===== src/sv/wdac_pkg.sv =====
`timescale 1ns / 1ps

package wdac_pkg;

    localparam int DATA_W  = 16;
    localparam int SHIFT_W = 4;

    // one complex value, real part in the low half
    typedef struct packed {
        logic signed [DATA_W-1:0] im;
        logic signed [DATA_W-1:0] re;
    } cplx_t;

    // one ring slot: the sample and the term it produced
    typedef struct packed {
        cplx_t term;
        cplx_t samp;
    } ring_entry_t;

endpackage


===== src/sv/wdac_term.sv =====
`timescale 1ns / 1ps

module wdac_term (
    input  wdac_pkg::cplx_t              x,
    input  wdac_pkg::cplx_t              z,
    input  logic [wdac_pkg::SHIFT_W-1:0] shift,
    output wdac_pkg::cplx_t              term
);

    logic signed [31:0] p_rr;
    logic signed [31:0] p_ii;
    logic signed [31:0] p_ri;
    logic signed [31:0] p_ir;
    logic signed [32:0] sum_re;
    logic signed [32:0] sum_im;

    function automatic logic [31:0] sat32(input logic [32:0] v);
        logic [31:0] r;
        if (v[32] != v[31]) begin
            r = v[32] ? 32'h8000_0000 : 32'h7FFF_FFFF;
        end else begin
            r = v[31:0];
        end
        return r;
    endfunction

    // magnitude, upper half, shift, then sign restored (truncates toward zero)
    function automatic logic [15:0] make_term(input logic [31:0] p,
                                             input logic [wdac_pkg::SHIFT_W-1:0] sh);
        logic [31:0] mag;
        logic [15:0] hi;
        if (p[31]) begin
            mag = (p == 32'h8000_0000) ? 32'h7FFF_FFFF : (~p + 32'd1);
        end else begin
            mag = p;
        end
        hi = mag[31:16] >> sh;
        return p[31] ? (16'd0 - hi) : hi;
    endfunction

    // conj(x) * z
    assign p_rr = x.re * z.re;
    assign p_ii = x.im * z.im;
    assign p_ri = x.re * z.im;
    assign p_ir = x.im * z.re;

    assign sum_re = {p_rr[31], p_rr} + {p_ii[31], p_ii};
    assign sum_im = {p_ri[31], p_ri} - {p_ir[31], p_ir};

    assign term.re = make_term(sat32(sum_re), shift);
    assign term.im = make_term(sat32(sum_im), shift);

endmodule


===== config.mk =====
export PLATFORM = sky130hd
export DESIGN_NAME = wdac_term
export DESIGN_NICKNAME = d
export VERILOG_FILES = /design/src/sv/wdac_pkg.sv /design/src/sv/wdac_term.sv
export SDC_FILE = /design/constraint.sdc
export NUM_CORES = 2
export LEC_CHECK = 0
export BUFFER_PORTS_ARGS = -buffer_cell sky130_fd_sc_hd__buf_2
export CAP_MARGIN = 20
export CORE_ASPECT_RATIO = 2
export CORE_MARGIN = 10
export CORE_UTILIZATION = 71
export DETAILED_ROUTE_END_ITERATION = 10
export GPL_TIMING_DRIVEN = 0
export PLACE_DENSITY = 0.95
export RECOVER_POWER = 100
export SYNTH_ARGS = -nofsm -noshare
export SYNTH_HDL_FRONTEND = slang
export SYNTH_SLANG_ARGS = --single-unit

===== constraint.sdc =====
create_clock -name vclk -period 36.3
set_input_delay 7.26 -clock vclk [all_inputs]
set_output_delay 7.26 -clock vclk [all_outputs]
set_load 0.005 [all_outputs]

==> results of run 1 <==
synthesized netlist by cell type, types with 7 or more instances:
cell type and instances:
or3_1 24, and3_1 15, clkbuf_1 252, o2111a_1 8, o21ai_0 76, o211a_1 9, o31ai_1 10, a31oi_1 27
nor2_1 158, or2_2 7, o21a_1 25, a2111oi_0 8, o2111ai_1 8, nand3_1 47, ha_1 312, o311ai_0 7
mux2i_1 15, o211ai_1 31, mux2_2 7, xor2_1 26, a21o_1 26, a221oi_1 9, xnor2_1 71, nor4_1 9
nand4_1 23, a21oi_1 83, a21boi_0 7, a211oi_1 33, nand2b_1 39, a211o_1 11, inv_1 1272, and4_1 9
fa_1 1173, nor3_1 40, nand2_1 579, and2_1 502, o221ai_1 7
stage by stage:
stage	util, %	area [sq um]	setup WS, ps
after floorplan	-	45400	12280
after global placement	73.8	46900	9690
after detailed placement	73.9	47000	9680
after CTS	73.9	47000	9670
cell families after synthesis:
logic type | count (synthesis) | synth area share [%]
compound gates | 499 | 7.98
xor+xnor | 98 | 1.92
fa+ha+maj | 1485 | 60.3
buf+inv | 1538 | 12.8
mux | 23 | 0.553
simple gates | 1489 | 16.5
layer usage:
metal  GRT usage [%]  GRT overflow
met4            59.6             3
met2            82.5             9
met3            32.5             0
met5            6.15             0
met1            55.2             0
==> out/qor.yml, run 1 <==
grt_pass1_vias: 46400
yosys.area.top_type: "fa_1"
cts_resized: 0
grt-ovfl-total: 12
stop_stage: "global routing"
error_line: "[ERROR GRT-0116] Global routing finished with congestion. Check the congestion regions in the DRC Viewer."
yosysUniqueCellTypes: 97
start_util_pct: 71.5
yosys.area.top_type_share_pct: 51.7
mappedNetlistNets: 6685
io-pin-count: 100
num_rows: 131
gp_congestion: 1.16
grt_start_max_net_pins: 14
die_w_um: 199
synth_area_leaders: "fa_1 52%, inv_1 11%, ha_1 8.6%"
synth_cells: 5132
synth_area_sq_mm: 0.0454
dp_hpwl_um: 155000
portBuffers: 98
avgSynthCellArea_sq_um: 8.86
grt_use_total_pct: 57.6
synth_warnings: 0
post_cts_buffers: 0
ys_seq_area_share_pct: 0
ctsHoldBuffers: 0
grt_pass1_wl_um: 305000
outcome: "stopped before the end"
placed_cells: 6032
die_y_um: 378
==> run 2: changes to the inputs <==
--- a/config.mk
+++ b/config.mk
@@ -7,12 +7,11 @@
 export LEC_CHECK = 0
 export BUFFER_PORTS_ARGS = -buffer_cell sky130_fd_sc_hd__buf_2
 export CAP_MARGIN = 20
-export CORE_ASPECT_RATIO = 2
 export CORE_MARGIN = 10
-export CORE_UTILIZATION = 71
+export CORE_UTILIZATION = 40
 export DETAILED_ROUTE_END_ITERATION = 10
 export GPL_TIMING_DRIVEN = 0
-export PLACE_DENSITY = 0.95
+export PLACE_DENSITY_LB_ADDON = 0.15
 export RECOVER_POWER = 100
 export SYNTH_ARGS = -nofsm -noshare
 export SYNTH_HDL_FRONTEND = slang
==> out/qor.yml, run 2 <==
hold_class: "primary input to primary output"
mappedNetlistNets: 6685
synthTopCellsByCount: "1272 x inv_1, 1173 x fa_1, 579 x nand2_1, 502 x and2_1, 312 x ha_1"
startpoint: "x[31]"
drcViolationCount: 0
yosys.area.top_type: "fa_1"
cpMostUsedCell: "fa_1"
drive_gt1_share_pct: 3.35
synth_adder_area_share_pct: 60.3
synth_compound_area_share_pct: 7.98
area_growth_pct: 6.76
ff_latch_area_sq_um: 0
flops_and_latches: 0
grt_use_total_pct: 29.7
synth_mux_area_share_pct: 0.553
critPathLaunchType: "primary input"
synth_area_leaders: "fa_1 52%, inv_1 11%, ha_1 8.6%"
end_kind: "primary output"
antenna_found_initial: 29
avgSynthCellArea_sq_um: 8.86
met1_usage_pct: 40.2
post_cts_buffers: 0
wl_per_cell_um: 27.3
utilization_pct: 43.1
io-pin-count: 100
fin_crit_sh_pct: 76.4
rsz0062_at_grt: "no"
drt_iter0_drc: 3669
die_area_sq_mm: 0.127
grt_pass1_wl_um: 274000
setup-tns-final_ps: 0
finalInstanceArea_sq_mm: 0.0485
dpl_cell_area_sq_mm: 0.0484
layout_min_cycle_time_ps: 27740
cap_violations: 0
ys_seq_area_share_pct: 0
num_rows: 123
route.vias.total: 37100
grt_util_met2_pct: 45.3
arrival_ps: 20480
grt-ovfl-total: 0
clockBufferCount: 0
portBuffers: 98
routed_via_density: 5.46
synth_warnings: 0
crit_slowest_cell: "nand2_1"
routed_wirelength_um: 186000
fin_nets: 6832
outcome: "complete, no violations"
tightest_slew_ps: 1310
synth_cells: 5132
hold_viol_final: 0
cts_resized: 0
synth_top_family_by_area: "adder cells"
busiest_layer: "met2"
antenna_left: 0
cpPeakStageDelay_ps: 890
max_slew_margin_pct: 12.9
grt_start_max_net_pins: 14
setup.worst_path.end: "term[14]"
cp_max_fo: 13
drv_slew: 0
ctsHoldBuffers: 0
yosys.cell_count.top_type: "inv_1"
drtPass1Iterations: 6
die_y_um: 357
crit_type: "primary input to primary output"
die_w_um: 357
grt_use_met3_pct: 4.82
gp_congestion: 0.995
layout_commonest_cell: "inv_1"
synth-simple-area-share_pct: 16.5
yosysUniqueCellTypes: 97
yosys.area.top_type_share_pct: 51.7
setup_viol: 0
fmax_mhz: 36.1
dp_hpwl_um: 157000
start_util_pct: 40.3
synth_area_sq_mm: 0.0454
coreArea_sq_mm: 0.113
grt_pass1_vias: 39200
cp.required_ps: 29040
synthXorXnorAreaFrac_pct: 1.92
layout_common_cells: "1272 x inv_1, 1173 x fa_1, 579 x nand2_1"
[run 2: cell counts after synthesis]
No cell type changed its count.
[run 2: through the flow]
step	setup WS [ps]	instances	hold WS, ps
after detailed placement	9110	6765	15320
after CTS	9080	6765	15320
after floorplan	12280	5132	14950
after global routing	7670	6779	15360
final	8560	6794	15330
after global placement	8750	6730	15290
[run 2: worst min-delay path by stage]
| stage | endpoint | startpoint | slack, ps | cells after the start |
|---|---|---|---|---|
| floorplan | term[13] | shift[2] | 14950 | 4 |
| global placement | term[12] | shift[3] | 15290 | 4 |
| detailed placement | term[24] | shift[2] | 15320 | 5 |
| CTS | term[24] | shift[2] | 15320 | 5 |
| global route | term[24] | shift[2] | 15360 | 5 |
| finish | term[24] | shift[2] | 15330 | 5 |
[run 2: layout make-up]
class                           count  area [sq um]
Multi-Input combinational cell   3594         39600
Tap cell                         1500          1880
Timing Repair Buffer              145          1180
Fill cell                       11500         64100
Buffer                            265          1010
Inverter                         1273          4780
Antenna cell                       17          42.5
[run 2: critical path: cells and delay by family]
family | cells | cell delay, ps
compound gates | 11 | 3890
fa+ha+maj | 10 | 4440
buf+inv | 13 | 3570
simple gates | 3 | 1260
[run 2: kinds of logic (layout without fill, tap and decap cells)]
| kind of cell | count (synthesis) | in the layout |
|---|---|---|
| multiplexers | 23 | 23 |
| XOR/XNOR | 98 | 98 |
| AND/OR/NAND/NOR | 1489 | 1489 |
| other | 0 | 17 |
| AO/OA/AOI/OAI | 499 | 499 |
| adder cells (fa/ha/maj) | 1485 | 1485 |
| buffers and inverters | 1538 | 1683 |
[run 2: layer usage]
layer,up-vias,wire (um),part of all wire [%]
met5,-,51,0.027
met4,8,13200,7.1
met3,365,15900,8.6
met2,1732,80600,43
met1,19300,75700,41
li1,15700,-,-
