**src/sv/wdac_pkg.sv**
```systemverilog
`timescale 1ns / 1ps

package wdac_pkg;

    localparam int DATA_W  = 16;
    localparam int SHIFT_W = 4;

    // one complex value, real part in the low half
    typedef struct packed {
        logic signed [DATA_W-1:0] im;
        logic signed [DATA_W-1:0] re;
    } cplx_t;

    // one ring slot: the sample and the term it produced
    typedef struct packed {
        cplx_t term;
        cplx_t samp;
    } ring_entry_t;

endpackage

```
**src/sv/wdac_ring.sv**
```systemverilog
`timescale 1ns / 1ps

module wdac_ring #(
    parameter int WINDOW = 16
) (
    input  logic                   aclk,
    input  logic                   aresetn,
    input  logic                   rd_en,
    input  logic                   wr_en,
    input  wdac_pkg::ring_entry_t  wr_entry,
    output wdac_pkg::ring_entry_t  rd_entry
);

    localparam int ADDR_W = (WINDOW > 1) ? $clog2(WINDOW) : 1;
    localparam logic [ADDR_W-1:0] LAST = ADDR_W'(WINDOW - 1);
    localparam logic [ADDR_W-1:0] ONE  = ADDR_W'(1);

    wdac_pkg::ring_entry_t mem [WINDOW];

    logic [ADDR_W-1:0]     rd_pos_reg;
    logic [ADDR_W-1:0]     rd_pos_next;
    logic [ADDR_W-1:0]     wr_pos_reg;
    logic [ADDR_W-1:0]     wr_pos_next;
    logic                  filled_reg;
    logic                  filled_next;
    logic                  rd_filled_reg;
    wdac_pkg::ring_entry_t rd_data_reg;

    assign rd_pos_next = (rd_pos_reg == LAST) ? '0 : rd_pos_reg + ONE;
    assign wr_pos_next = (wr_pos_reg == LAST) ? '0 : wr_pos_reg + ONE;
    // once the read side has wrapped, every slot it reaches has been written
    assign filled_next = filled_reg | (rd_en & (rd_pos_reg == LAST));

    always_ff @(posedge aclk) begin
        if (!aresetn) begin
            rd_pos_reg    <= '0;
            wr_pos_reg    <= '0;
            filled_reg    <= 1'b0;
            rd_filled_reg <= 1'b0;
        end else begin
            if (rd_en) begin
                rd_pos_reg    <= rd_pos_next;
                filled_reg    <= filled_next;
                rd_filled_reg <= filled_reg;
            end
            if (wr_en) begin
                wr_pos_reg <= wr_pos_next;
            end
        end
    end

    always_ff @(posedge aclk) begin
        if (wr_en) begin
            mem[wr_pos_reg] <= wr_entry;
        end
        if (rd_en) begin
            rd_data_reg <= mem[rd_pos_reg];
        end
    end

    // unwritten slots read as zero
    assign rd_entry = rd_filled_reg ? rd_data_reg : '0;

`ifndef ASSERT_OFF
    a_wr_outstanding: assert property (@(posedge aclk) disable iff (!aresetn)
        wr_en |-> (rd_pos_reg != wr_pos_reg))
        else $error("ring write with no item outstanding");

    a_filled_sticky: assert property (@(posedge aclk) disable iff (!aresetn)
        filled_reg |=> filled_reg)
        else $error("ring fill flag dropped");
`endif

endmodule

```
**config.mk**
```make
export PLATFORM = sky130hd
export DESIGN_NAME = wdac_ring
export DESIGN_NICKNAME = d
export VERILOG_FILES = /design/src/sv/wdac_pkg.sv /design/src/sv/wdac_ring.sv
export SDC_FILE = /design/constraint.sdc
export NUM_CORES = 1
export LEC_CHECK = 0
export BUFFER_PORTS_ARGS = -buffer_cell sky130_fd_sc_hd__buf_2
export CAP_MARGIN = 20
export CORE_MARGIN = 2
export CORE_UTILIZATION = 40
export CTS_CLUSTER_SIZE = 30
export DETAILED_ROUTE_END_ITERATION = 7
export GPL_TIMING_DRIVEN = 0
export MAX_ROUTING_LAYER = met4
export PLACE_DENSITY_LB_ADDON = 0.2
export SYNTH_ARGS = -nofsm -noshare
export SYNTH_HDL_FRONTEND = slang
export SYNTH_SLANG_ARGS = --single-unit
```
**constraint.sdc**
```tcl
create_clock -name aclk -period 6.9 [get_ports aclk]
set_clock_uncertainty 0.1 [all_clocks]
set_input_delay 1.725 -clock aclk [delete_from_list [all_inputs] [get_ports aclk]]
set_output_delay 1.725 -clock aclk [all_outputs]
set_load 0.01 [all_outputs]
```
==> metrics.cfg, run 1 <==
[outcome]
status = finished clean

[layout]
drive_above_1_share = 0.285
utilization = 0.467
design_area_um2 = 47500
synthToLayoutAreaGrowth_pct = 15.4
nFillCells = 8479
largest_register_ffs = 1024
final_common_cell = edfxtp_1
mostFrequentLayoutCells = edfxtp_1 (1088), mux4_2 (256), buf_2 (146), a22oi_1 (128), clkbuf_16 (114)
fin_nets = 2106

[cts]
cts-root-buf = clkbuf_16
cts_resized = 0
h-tree-depth = 3
path_clk_slew_ns = 0.06
max-clock-path-buffers = 3
cts.hold.buffers_added = 0
cts_setup_buffers = 0
cts.sinks = 1098
cts-buffers-inserted = 113
clk_latency_ns = 0.68
tritoncts = yes

[hold_path]
hold_path_class = reg2reg

[pwr]
power.density_nw_per_um2 = 294
power_frac_comb = 0.053
p_int_mw = 11.1
switching_share = 0.208
ir_drop_mv = 0.251
power_mw = 14.0
p_seq_frac = 0.535
p_leak_nw = 15.0
pwr-share-clk = 0.412
p_switching_mw = 2.91

[global_route]
grt_use_total = 0.187
grt_overflow = 0
grt_max_degree = 47
grt_pass1_wl_um = 139000
grt_pass1_vias = 20100
antenna_found_initial = 11

[setup_path]
cp-end-kind = primary output
path_max_fanout = 10
critPathKind = reg2out
rrSetupSlack_ns = 3.97
r2r-end = rd_data_reg[25]
endpoint = rd_entry[18]
startpoint = rd_filled_reg
arrival_ns = 2.73
reg2reg_depth = 6
required_ns = 5.08
rr_startpoint = rd_pos_reg[1]
startpoint_type = flip-flop

[flow_run]
maxCapViolCount = 0

[floorplan]
rows = 117
core_um2 = 102000
dieArea_um2 = 106000
start_util = 0.404
fp.dieW_um = 325
io_pins = 132
die_y_um = 325

[detailed_routing]
drc_errors = 0
ant_nets = 0
drt_iter0_drc = 1721
drt-pass1-iter-count = 5
wl_per_cell_um = 27.4
wl_um = 95900
vias_per_cell = 5.39
vias = 18900

[logic_synthesis]
ys_seq_elements = 1098
synthCells = 1770
synthDistinctLibCells = 29
syn-num-nets = 1843
yosysWarningCount = 0
synth_area_um2 = 41200
ys_seq_area_frac = 0.798
synth.avg_cell_area_um2 = 23.3

[sta]
period_needed_ns = 4.55
tightest_slew_ns = 1.12
fin_crit_sh = 0.660
setup_viol = 0
hold_violations = 0
timing.fmax_mhz = 220
rsz0062_at_grt = false
maxSlewViolCount = 0
setup_tns_ns = 0
slew_headroom = 0.255
setup_ws_ns = 2.35

[place]
place.gp.congestion = 0.732
portBuffers = 130
dp_hpwl_um = 54100
pre_cts_slack_ns = 2.99
dpl_cell_area_um2 = 44100

==> layout make-up <==
class / instances / area, um^2 / share of cell area
Antenna cell: 5 / 12.5 / 0.000263
Buffer: 97 / 539 / 0.0113
Clock buffer: 140 / 2950 / 0.0621
Clock inverter: 65 / 527 / 0.0111
Inverter: 3 / 11.3 / 0.000237
Multi-Input combinational cell: 572 / 7800 / 0.164
Sequential cell: 1098 / 32900 / 0.691
Tap cell: 1368 / 1710 / 0.0360
Timing Repair Buffer: 148 / 1120 / 0.0236
==> per-stage QoR <==
stage / instances / hold slack [ns]
6_report: 3496 / 0.379
3_3_place_gp: 3268 / 0.357
2_1_floorplan: 1770 / 0.340
4_1_cts: 3491 / 0.378
3_5_place_dp: 3286 / 0.364
5_1_grt: 3495 / 0.462
==> cells by family (layout without fill, tap and decap cells) <==
logic type                 count (synthesis)  count (layout)  share of synthesized area
DFF                                     1098            1098                      0.798
and+or+nand+nor                          169             169                     0.0208
other                                      0               5                          0
muxes                                    260             260                      0.141
adders and majority gates                  5               5                    0.00152
xor gates and xnor gates                   2               2                   0.000425
AOI/OAI and AO/OA                        136             136                     0.0247
buffers and inverters                    100             453                     0.0134
==> critical path, cell delays in order (launching register included) <==
cell and delay [ns]:
dfxtp_1 0.33, clkbuf_1 0.70, clkbuf_1 0.65, and2_1 0.24
buf_2 0.13
==> synth_stat cells <==
master,number,area (um^2)
a211oi_1,1,7.51
a21o_1,1,7.51
a21oi_1,2,10.0
a22oi_1,128,961
a31oi_1,1,6.26
a41oi_1,3,26.3
and2_1,81,507
and3_1,1,6.26
buf_1,8,30.0
buf_2,17,85.1
buf_4,7,52.6
buf_6,14,158
buf_8,2,30.0
clkbuf_1,49,184
clkinv_1,1,3.75
dfxtp_1,10,200
edfxtp_1,1088,32700
ha_1,5,62.6
inv_1,2,7.51
mux2i_1,4,40.0
mux4_2,256,5770
nand2_1,68,255
nand2b_1,1,6.26
nand3_1,3,15.0
nor2_1,11,41.3
nor2b_1,2,12.5
nor3_1,1,5.00
nor3b_1,1,7.51
xor2_1,2,17.5
==> metal layers <==
layer | GRT usage | routed length, um | part of all wire | vias up
met3 | 0.0277 | 4760 | 0.050 | 141
met2 | 0.316 | 49400 | 0.52 | 530
met4 | 0.0456 | 1950 | 0.020 | 0
li1 | - | - | - | 8047
met1 | 0.240 | 39700 | 0.41 | 10100
met5 | - | 0 | 0 | -
==> worst min-delay path by stage <==
stage | cells past startpoint | endpoint | startpoint | slack (ns)
after floorplan | 2 | filled_reg | filled_reg | 0.34
after global placement | 2 | filled_reg | filled_reg | 0.36
after detailed placement | 2 | filled_reg | filled_reg | 0.36
after CTS | 2 | filled_reg | filled_reg | 0.38
after global routing | 2 | filled_reg | filled_reg | 0.46
final | 2 | filled_reg | filled_reg | 0.38
==> power by group through the flow <==
stage          registers, mW  logic, mW  clock network, mW
6_report                7.47      0.741               5.75
5_1_grt                 7.48      0.803               6.12
4_1_cts                 7.47      0.762               5.87
3_5_place_dp            7.61      0.759                  0
3_3_place_gp            7.62      0.730                  0
2_1_floorplan           7.61      0.461                  0
Power figures use the tool's default switching activity.
==> run 2, diff against run 1 <==
clock period = 3.7 ns   (was 6.9 ns; I/O delays follow)
==> run 2 against run 1 <==
Against the previous run: clock power up 86%; register-to-register slack worse by 3.2 ns; global-route usage about the same; sequential share of layout area about the same; final cell count about the same; design area about the same; first-iteration DRC count down 3.5%; clock-buffer cell count unchanged; sequential power up 86%; combinational power up 86%.
==> metrics.cfg, run 2 (synthesis gave the netlist of run 1 again) <==
[sta]
fin_crit_sh = 0.894
maxSlewViolCount = 0
slew_headroom = 0.260
setup_tns_ns = 0
period_needed_ns = 3.31
hold_violations = 0
setup_viol = 0
tightest_slew_ns = 1.11
timing.fmax_mhz = 302
rsz0062_at_grt = false

[cts]
cts.hold.buffers_added = 0
cts_setup_buffers = 0
clk_latency_ns = 0.68
path_clk_slew_ns = 0.06
tritoncts = yes
cts-buffers-inserted = 113
h-tree-depth = 3
cts-root-buf = clkbuf_16
max-clock-path-buffers = 3
cts.sinks = 1098
cts_resized = 0

[setup_path]
critPathKind = reg2out
arrival_ns = 2.28
cpMaxStageDelayCell = clkbuf_1
reg2reg_depth = 6
required_ns = 2.67
startpoint_type = flip-flop
cp-end-kind = primary output
path_depth = 3
path_max_fanout = 11
crit_chain = clkbuf_1, and2_1, buf_2
critical_path.top_delay_family = buffers and inverters
crit_buf_inv = 2
critPathMaxStageDelay_ns = 0.64

[detailed_routing]
drt_iter0_drc = 1660
drc_errors = 0
vias = 18800
wl_um = 95800
drt-pass1-iter-count = 5
vias_per_cell = 5.39
wl_per_cell_um = 27.4
ant_nets = 0

[flow_run]
maxCapViolCount = 0

[global_route]
grt_use_total = 0.187
grt_pass1_vias = 20100
grt_pass1_wl_um = 139000
antenna_found_initial = 11
grt_max_degree = 47
grt_overflow = 0

[floorplan]
start_util = 0.404
rows = 117
fp.dieW_um = 325
dieArea_um2 = 106000
core_um2 = 102000
io_pins = 132
die_y_um = 325

[place]
place.gp.congestion = 0.732
portBuffers = 130
dp_hpwl_um = 54100

[pwr]
p_leak_nw = 15.0
power.density_nw_per_um2 = 547
ir_drop_mv = 0.467

[hold_path]
hold_path_depth = 2
hold_path_class = reg2reg

[layout]
final_common_cell = edfxtp_1
fin_nets = 2105
utilization = 0.467
mostFrequentLayoutCells = edfxtp_1 (1088), mux4_2 (256), buf_2 (146), a22oi_1 (128), clkbuf_16 (114)
drive_above_1_share = 0.286
synthToLayoutAreaGrowth_pct = 15.4
nFillCells = 8480
largest_register_ffs = 1024

[outcome]
status = finished clean

-- run 2: changes by cell type in the layout (fill, tap and decap cells not counted), sizes merged --
cell,delta
clkbuf,-1
-- run 2: path summary, 6_finish.rpt --
check | from | end | slack (ns)
setup / recovery | rd_filled_reg | rd_entry[22] | 0.39
hold reg to reg | filled_reg | filled_reg | 0.38
setup reg to reg | rd_pos_reg[1] | rd_data_reg[25] | 0.79
hold / removal | filled_reg | filled_reg | 0.38
-- run 2: final cells by class --
type                       instances  area [um^2]  share of cell area
sequential                      1098        32900               0.691
timing repair buffer             148         1120              0.0236
inverter                           3         11.3            0.000237
multi-input combinational        572         7800               0.164
buffer                            96          537              0.0113
tap                             1368         1710              0.0360
clock inverter                    65          527              0.0111
clock buffer                     140         2950              0.0621
antenna                            5         12.5            0.000263
-- run 2: metrics by stage --
stage               instances  hold slack, ns  total power [mW]  worst slack, ns  instance area [um^2]
floorplan                1770           0.340              15.1            0.164                 41200
global placement         3268           0.357              15.6            -1.82                 43500
detailed placement       3286           0.364              15.6            0.586                 44100
CTS                      3490           0.378              26.3           0.0451                 47500
global route             3494           0.462              26.9            0.257                 47500
finish                   3495           0.378              26.0            0.391                 47500
-- run 2: layer usage --
layer,GRT usage,up-vias,wire length (um)
li1,-,8042,-
met1,0.240,10100,40000
met2,0.316,514,49400
met3,0.0277,143,4500
met4,0.0455,0,1960
met5,-,-,0
-- run 2: worst register-to-register path: stages (launching register included) --
cell and delay [ns]:
dfxtp_1 0.34, buf_2 0.24, buf_2 0.38, buf_1 0.70, mux4_2 0.42, a22oi_1 0.31
nand2_1 0.15
-- run 2: power breakdown --
| group | total [mW] | internal [mW] | switching [mW] |
|---|---|---|---|
| logic | 1.38 | 0.598 | 0.784 |
| clock network | 10.7 | 6.12 | 4.59 |
| registers | 13.9 | 13.9 | 0.0413 |
